## src/rtl/epx_pkg.sv

```systemverilog
`timescale 1ns / 1ps

package epx_pkg;

    localparam int PIX_W        = 32;
    localparam int FACTOR_W     = 4;
    localparam int NUM_COLS     = 10;
    localparam int MAX_FACTOR   = 10;
    localparam int MIN_FACTOR   = 2;
    localparam int RESET_FACTOR = 2;
    localparam int IN_W         = 5 * PIX_W;
    localparam int ROW_FIELDS_W = FACTOR_W + NUM_COLS * PIX_W;
    localparam int OUT_W        = ((ROW_FIELDS_W + 7) / 8) * 8;
    localparam int SUM_W        = 7;

    typedef logic [PIX_W-1:0]    t_pixel;
    typedef logic [FACTOR_W-1:0] t_factor;

    typedef struct packed {
        t_factor factor;
        t_pixel  centre;
        t_pixel  corner_nw;
        t_pixel  corner_ne;
        t_pixel  corner_sw;
        t_pixel  corner_se;
    } t_entry;

    function automatic logic is_opaque(input t_pixel px);
        return px[PIX_W-1 -: 8] != 8'd0;
    endfunction

    // Picks one subpixel's color: a corner, the centre, or zero.
    function automatic t_pixel sub_pixel(input t_entry e, input t_factor row,
                                         input t_factor col);
        logic [SUM_W-1:0] f;
        logic [SUM_W-1:0] r;
        logic [SUM_W-1:0] c;
        logic [SUM_W-1:0] s_tl;
        logic [SUM_W-1:0] s_tr;
        logic [SUM_W-1:0] s_bl;
        logic [SUM_W-1:0] s_br;
        t_pixel           px;
        f    = SUM_W'(e.factor);
        r    = SUM_W'(row);
        c    = SUM_W'(col);
        s_tl = (r + c + SUM_W'(1)) << 1;
        s_tr = (f - c + r) << 1;
        s_bl = (f + c - r) << 1;
        s_br = ((f << 1) - r - c - SUM_W'(1)) << 1;
        if (c >= f) begin
            px = '0;
        end else if (s_tl <= f) begin
            px = e.corner_nw;
        end else if (s_tr <= f) begin
            px = e.corner_ne;
        end else if (s_bl <= f) begin
            px = e.corner_sw;
        end else if (s_br <= f) begin
            px = e.corner_se;
        end else begin
            px = e.centre;
        end
        return px;
    endfunction

endpackage

```

## src/rtl/epx_front.sv

```systemverilog
`timescale 1ns / 1ps

module epx_front import epx_pkg::*; (
    input  logic             i_clk,
    input  logic             i_rst_n,
    input  logic             i_valid,
    output logic             o_ready,
    input  logic [IN_W-1:0]  i_data,
    input  t_factor          i_factor,
    output logic             o_push,
    output t_entry           o_entry,
    input  logic             i_queue_ready
);

    logic   r_valid;
    t_entry r_entry;
    t_entry n_entry;
    logic   n_factor_ok;
    logic   accept;
    t_pixel ctr;
    t_pixel up;
    t_pixel rt;
    t_pixel dn;
    t_pixel lf;
    t_pixel tl;
    t_pixel tr;
    t_pixel bl;
    t_pixel br;

    assign ctr = i_data[0*PIX_W +: PIX_W];
    assign up  = i_data[1*PIX_W +: PIX_W];
    assign rt  = i_data[2*PIX_W +: PIX_W];
    assign dn  = i_data[3*PIX_W +: PIX_W];
    assign lf  = i_data[4*PIX_W +: PIX_W];

    always_comb begin
        tl = (lf == up && lf != dn && up != rt) ? up : ctr;
        tr = (up == rt && up != lf && rt != dn) ? rt : ctr;
        bl = (dn == lf && dn != rt && lf != up) ? lf : ctr;
        br = (rt == dn && rt != lf && dn != up) ? dn : ctr;
        n_entry.factor    = i_factor;
        n_entry.centre    = ctr;
        n_entry.corner_nw = (is_opaque(ctr) && !is_opaque(tl)) ? ctr : tl;
        n_entry.corner_ne = (is_opaque(ctr) && !is_opaque(tr)) ? ctr : tr;
        n_entry.corner_sw = (is_opaque(ctr) && !is_opaque(bl)) ? ctr : bl;
        n_entry.corner_se = (is_opaque(ctr) && !is_opaque(br)) ? ctr : br;
        n_factor_ok = (i_factor >= FACTOR_W'(MIN_FACTOR))
                   && (i_factor <= FACTOR_W'(MAX_FACTOR));
    end

    assign o_ready = !r_valid || i_queue_ready;
    assign accept  = i_valid && o_ready;
    assign o_push  = r_valid;
    assign o_entry = r_entry;

    // An item taken while the factor is out of range produces nothing.
    always_ff @(posedge i_clk) begin
        if (!i_rst_n) begin
            r_valid <= 1'b0;
        end else if (accept) begin
            r_valid <= n_factor_ok;
        end else if (i_queue_ready) begin
            r_valid <= 1'b0;
        end
    end

    always_ff @(posedge i_clk) begin
        if (accept) begin
            r_entry <= n_entry;
        end
    end

endmodule

```

## src/rtl/epx_queue.sv

```systemverilog
`timescale 1ns / 1ps

module epx_queue import epx_pkg::*; #(
    parameter int DEPTH = 2
) (
    input  logic   i_clk,
    input  logic   i_rst_n,
    input  logic   i_push,
    input  t_entry i_entry,
    output logic   o_ready,
    input  logic   i_pop,
    output logic   o_valid,
    output t_entry o_entry
);

    localparam int PTR_W = (DEPTH > 1) ? $clog2(DEPTH) : 1;
    localparam int CNT_W = $clog2(DEPTH + 1);

    t_entry           r_mem [DEPTH];
    logic [PTR_W-1:0] r_wr_ptr;
    logic [PTR_W-1:0] r_rd_ptr;
    logic [CNT_W-1:0] r_count;
    logic             do_push;
    logic             do_pop;

    assign o_ready = r_count != CNT_W'(DEPTH);
    assign o_valid = r_count != '0;
    assign o_entry = r_mem[r_rd_ptr];
    assign do_push = i_push && o_ready;
    assign do_pop  = i_pop && o_valid;

    function automatic logic [PTR_W-1:0] next_ptr(input logic [PTR_W-1:0] p);
        return (p == PTR_W'(DEPTH - 1)) ? '0 : p + PTR_W'(1);
    endfunction

    always_ff @(posedge i_clk) begin
        if (!i_rst_n) begin
            r_wr_ptr <= '0;
            r_rd_ptr <= '0;
            r_count  <= '0;
        end else begin
            if (do_push) begin
                r_wr_ptr <= next_ptr(r_wr_ptr);
            end
            if (do_pop) begin
                r_rd_ptr <= next_ptr(r_rd_ptr);
            end
            if (do_push && !do_pop) begin
                r_count <= r_count + CNT_W'(1);
            end else if (do_pop && !do_push) begin
                r_count <= r_count - CNT_W'(1);
            end
        end
    end

    always_ff @(posedge i_clk) begin
        if (do_push) begin
            r_mem[r_wr_ptr] <= i_entry;
        end
    end

endmodule

```

## src/rtl/epx_back.sv

```systemverilog
`timescale 1ns / 1ps

module epx_back import epx_pkg::*; (
    input  logic             i_clk,
    input  logic             i_rst_n,
    input  logic             i_queue_valid,
    input  t_entry           i_entry,
    output logic             o_pop,
    output logic             o_valid,
    input  logic             i_ready,
    output logic [OUT_W-1:0] o_data,
    output logic             o_last
);

    logic             r_busy;
    t_entry           r_cur;
    t_factor          r_row;
    logic             r_out_valid;
    logic [OUT_W-1:0] r_out_data;
    logic             r_out_last;
    logic [OUT_W-1:0] n_out_data;
    logic             out_free;
    logic             emit;
    logic             last;
    logic             load;

    assign out_free = !r_out_valid || i_ready;
    assign emit     = r_busy && out_free;
    assign last     = r_row == (r_cur.factor - FACTOR_W'(1));
    assign load     = i_queue_valid && (!r_busy || (emit && last));
    assign o_pop    = load;
    assign o_valid  = r_out_valid;
    assign o_data   = r_out_data;
    assign o_last   = r_out_last;

    always_comb begin
        n_out_data = '0;
        n_out_data[FACTOR_W-1:0] = r_row;
        for (int c = 0; c < NUM_COLS; c++) begin
            n_out_data[FACTOR_W + c*PIX_W +: PIX_W] =
                sub_pixel(r_cur, r_row, FACTOR_W'(c));
        end
    end

    always_ff @(posedge i_clk) begin
        if (!i_rst_n) begin
            r_busy      <= 1'b0;
            r_row       <= '0;
            r_out_valid <= 1'b0;
        end else begin
            if (load) begin
                r_busy <= 1'b1;
                r_row  <= '0;
            end else if (emit && last) begin
                r_busy <= 1'b0;
            end else if (emit) begin
                r_row <= r_row + FACTOR_W'(1);
            end
            if (emit) begin
                r_out_valid <= 1'b1;
            end else if (i_ready) begin
                r_out_valid <= 1'b0;
            end
        end
    end

    always_ff @(posedge i_clk) begin
        if (load) begin
            r_cur <= i_entry;
        end
        if (emit) begin
            r_out_data <= n_out_data;
            r_out_last <= last;
        end
    end

endmodule

```

## src/rtl/epx_edge_upscaler_core.sv

```systemverilog
`timescale 1ns / 1ps
// The first output row of an item passes through the front register, the queue,
// the row generator's entry register and the output register.
// Throughput: one output row per cycle while the output is not stalled; the row
// generator emits the block one row at a time, scale_factor rows (2 to 10) each.
// Reset is synchronous and active low; it empties the pipeline and sets the
// scale factor to 2.

module epx_edge_upscaler_core import epx_pkg::*; #(
    parameter int QUEUE_DEPTH = 2
) (
    input  logic             i_clk,
    input  logic             i_rst_n,
    input  logic             s_axis_tvalid,
    output logic             s_axis_tready,
    // centre_pixel, up_pixel, right_pixel, down_pixel, left_pixel
    input  logic [IN_W-1:0]  s_axis_tdata,
    output logic             m_axis_tvalid,
    input  logic             m_axis_tready,
    // row_index, sub_0 .. sub_9, zero padding
    output logic [OUT_W-1:0] m_axis_tdata,
    output logic             m_axis_tlast,
    input  logic             i_cfg_valid,
    output logic             o_cfg_ready,
    input  logic [FACTOR_W-1:0] i_cfg_data
);

    t_factor r_scale_factor;
    logic    push;
    t_entry  push_entry;
    logic    queue_ready;
    logic    pop;
    logic    queue_valid;
    t_entry  head_entry;

    assign o_cfg_ready = 1'b1;

    always_ff @(posedge i_clk) begin
        if (!i_rst_n) begin
            r_scale_factor <= FACTOR_W'(RESET_FACTOR);
        end else if (i_cfg_valid) begin
            r_scale_factor <= i_cfg_data;
        end
    end

    epx_front u_front (
        .i_clk         (i_clk),
        .i_rst_n       (i_rst_n),
        .i_valid       (s_axis_tvalid),
        .o_ready       (s_axis_tready),
        .i_data        (s_axis_tdata),
        .i_factor      (r_scale_factor),
        .o_push        (push),
        .o_entry       (push_entry),
        .i_queue_ready (queue_ready)
    );

    epx_queue #(
        .DEPTH (QUEUE_DEPTH)
    ) u_queue (
        .i_clk   (i_clk),
        .i_rst_n (i_rst_n),
        .i_push  (push),
        .i_entry (push_entry),
        .o_ready (queue_ready),
        .i_pop   (pop),
        .o_valid (queue_valid),
        .o_entry (head_entry)
    );

    epx_back u_back (
        .i_clk         (i_clk),
        .i_rst_n       (i_rst_n),
        .i_queue_valid (queue_valid),
        .i_entry       (head_entry),
        .o_pop         (pop),
        .o_valid       (m_axis_tvalid),
        .i_ready       (m_axis_tready),
        .o_data        (m_axis_tdata),
        .o_last        (m_axis_tlast)
    );

endmodule
```

## config.mk

```make
export PLATFORM = sky130hd
export DESIGN_NAME = epx_edge_upscaler_core
export DESIGN_NICKNAME = d
export VERILOG_FILES = /design/src/rtl/epx_pkg.sv /design/src/rtl/epx_front.sv /design/src/rtl/epx_queue.sv /design/src/rtl/epx_back.sv /design/src/rtl/epx_edge_upscaler_core.sv
export SDC_FILE = /design/constraint.sdc
export NUM_CORES = 2
export LEC_CHECK = 0
export BUFFER_PORTS_ARGS = -buffer_cell sky130_fd_sc_hd__buf_4
export CAP_MARGIN = 20
export CELL_PAD_IN_SITES_DETAIL_PLACEMENT = 2
export CELL_PAD_IN_SITES_GLOBAL_PLACEMENT = 2
export CORE_UTILIZATION = 42
export DETAILED_ROUTE_END_ITERATION = 10
export MAX_ROUTING_LAYER = met4
export PLACE_DENSITY = 0.83
export SLEW_MARGIN = 30
export SYNTH_ARGS = -nofsm -noshare
export SYNTH_HDL_FRONTEND = slang
export SYNTH_HIERARCHICAL = 1
export SYNTH_SLANG_ARGS = --single-unit
```

## constraint.sdc

```tcl
create_clock -name i_clk -period 22.3 [get_ports i_clk]
set_input_delay 0 -clock i_clk [delete_from_list [all_inputs] [get_ports i_clk]]
set_output_delay 0 -clock i_clk [all_outputs]
set_load 0.03 [all_outputs]
```

==> flow_summary.toml <==
[clock_tree]
cts_tree = "yes"
clockBufferDepth = 3
clock-sinks = 997
h-tree-depth = 3
clk_latency_ps = 800
cts_buffers = 107
cts-root-buf = "clkbuf_16"
post_cts_buffers = 0
clk_pin_slew_ps = 70

[timing]
setup_tns_ps = 0
finClkSkew_ps = 73.8
worst_slew_pin_slew_ps = 1140
fin_crit_sh_pct = 27.4
hold_violations = 0
report.final.slew_viol_count = 0
grt_setup_unrepaired = "no"
finalCriticalPeriod_ps = 6120
max_freq_mhz = 163
final-setup-viol-count = 0
relSlewSlack_pct = 24.0

[yosys]
ys_ff_latch = 997
synth_edf_count = 981
synth.distinct_cells = 96
synth.avg_cell_area_sq_um = 12.1
ys_warn_count = 6
ys_seq_area_share_pct = 53.4
synth_top_area_share_pct = 52.8
synth_ff_type = "edfxtp_1"
synth_top_area_cell = "edfxtp_1"
async_reset_ff_share_pct = 0
synth_area_leaders = "edfxtp_1 53%, mux2_2 5.4%, ha_1 3.3%"
syn_area_sq_um = 55700
syn_inst = 4617

[floorplanning]
design.portCount = 501
core-area_sq_um = 132000
die_x_um = 366
fp.dieArea_sq_um = 134000
rows = 133
fp.dieH_um = 366
initial_core_util_pct = 42.3

[critical_path]
cpPeakStageDelay_ps = 730
worst_path_dominant_cell_family = "buffers and inverters"
worstPathMaxFanout = 41
path_cells = "buf_4 > inv_2 > buf_4 > ha_1 > inv_1 > ha_1 > a211oi_1 > mux2_2 > nor2_1 > a21oi_4 > buf_4 > o21a_1 > buf_4 > nand2_1 > a311oi_1"
path_buf_inv = 6
slowest_stage = "o21a_1"
crit_path_frequent_cell = "buf_4"
worstSetupPathType = "flop to flop"
crit_path_end_kind = "flop"
ff2ff_path_depth = 15
cp-start-kind = "flop"
cp.required_ps = 22780
arrival_ps = 6600
cp.depth = 15

[placed_design]
place.gp.congestion = 0.975
dp_hpwl_um = 188000
io_buffers = 495

[global_routing]
grt_overflow = 0
use_met3_pct = 14.5
grt_util_met2_pct = 69.7
grt_pass1_wl_um = 430000
antenna_found_initial = 43
gr-max-usage-layer = "met2"
grt_max_degree = 76
track_usage_pct = 46.6
grt_pass1_vias = 52333
use_met1_pct = 52.9

[drt]
initialDrtViolationCount = 8581
firstDrtPassIters = 6
wl_um = 312000
drc = 0
vias_per_cell = 7.35
postRouteAntennaNets = 0
num_vias = 50893
wl_per_cell_um = 45.1

[layout]
syn2layout_area_growth_pct = 19.1
postLayoutCoreUtil_pct = 50.4
nets = 5369
drive_gt1_share_pct = 22.3

[flow_run]
drv_cap = 0

[hold_path]
hold_depth = 2
hold_class = "primary input to flop"

[outcome]
status = "finished clean"
cell usage in the layout (no fill, tap or decap), types with 136 or more instances in the layout:
| cell | Yosys | final |
|---|---|---|
| edfxtp_1 | 981 | 981 |
| buf_4 | 10 | 591 |
| mux2_2 | 267 | 267 |
| dlygate4sd3_1 | 0 | 195 |
| nor2_1 | 198 | 192 |
| nand3_1 | 176 | 176 |
| nand2_1 | 178 | 174 |
| xnor2_1 | 155 | 154 |
| ha_1 | 148 | 148 |
| inv_1 | 144 | 142 |
| mux2i_1 | 141 | 141 |
| a211oi_1 | 137 | 136 |
cell families after synthesis:
group,synth area share [%]
XOR/XNOR,4.22
AND/OR/NAND/NOR,9.06
multiplexers,8.47
AO/OA/AOI/OAI,16.2
buffers and inverters,4.73
flip-flops,53.4
other,0.0135
adder cells (fa/ha/maj),3.93
synthesized netlist by cell type (30+ instances only):
| cell | count |
|---|---|
| nor3_1 | 55 |
| a221o_1 | 65 |
| a311oi_1 | 32 |
| and3_1 | 110 |
| mux2_2 | 267 |
| ha_1 | 148 |
| a21oi_1 | 102 |
| a32o_1 | 33 |
| nand2_1 | 178 |
| a21boi_1 | 30 |
| nor4_1 | 33 |
| and2_1 | 42 |
| o21ai_0 | 120 |
| o32ai_1 | 32 |
| a311o_1 | 32 |
| nor2b_1 | 30 |
| xor2_1 | 88 |
| o221ai_1 | 68 |
| a32oi_1 | 34 |
| a221oi_2 | 30 |
| mux2i_1 | 141 |
| nor2_1 | 198 |
| nand3_1 | 176 |
| a222oi_1 | 32 |
| a31oi_1 | 118 |
| inv_1 | 144 |
| edfxtp_1 | 981 |
| nor3b_1 | 35 |
| a21o_1 | 32 |
| o211ai_1 | 67 |
| a211oi_1 | 137 |
| xnor2_1 | 155 |
| o21a_1 | 73 |
| nand4_1 | 44 |
| clkbuf_1 | 381 |
| a221oi_1 | 34 |
| buf_1 | 43 |
cell type report:
cell class                 count  area [sq um]
multi-input combinational   2989         23700
fill                       12601         65200
antenna                       42           105
sequential                   997         29800
tap                         1755          2200
timing repair buffer         793          6480
clock buffer                 130          2770
clock inverter                72           785
inverter                     147           557
metal layers:
layer	routed length (um)	vias to the layer above	share of wire (%)
met5	0	-	0
met4	28100	0	9.0
met3	38800	1678	12
met2	138000	4972	44
met1	107000	25425	34
li1	-	18818	-
worst register-to-register path: cells and delay by family, from the launching register on:
kind                       cells  cell delay (ps)
AOI/OAI and AO/OA              4             1770
and+or+nand+nor                2              210
adders and majority gates      2              790
buffers and inverters          6             2540
DFF                            1              360
muxes                          1              210
state kept, by name, indices dropped and copies added, names as in the netlist, 2 cells and up, named ones only:
signal           cells
r_scale_factor       4
u_back/r_row         4
u_back/r_cur       164
u_queue/r_count      2
u_queue/r_mem      328
u_back/o_data      324
u_front/o_entry    164
through the flow:
stage	std cells	hold WS [ps]	worst slack, ps	instance area, sq um
final	6925	13.0	16180	66400
after global routing	6919	14.4	16060	66400
after CTS	6882	4.90	16320	66200
after detailed placement	6485	214	16390	60700
after global placement	6484	213	16630	60700
after floorplan	4620	61.9	8790	55800
worst paths after layout:
| kind | start | to | slack (ps) |
|---|---|---|---|
| max | u_back/r_cur[163] | u_back/o_data[108] | 16180 |
| min | s_axis_tdata[20] | u_front/o_entry[148] | 10 |
| max reg2reg | u_back/r_cur[163] | u_back/o_data[108] | 16180 |
| min reg2reg | u_front/o_entry[70] | u_queue/r_mem[1][70] | 450 |
what timing repair did:
action	CTS	global route
resized for setup	0	0
endpoints found under the hold margin	215	0
hold buffers	195	0
Power is not shown: default switching activity piles up to over one toggle a cycle in this logic, so the estimate is an artifact.
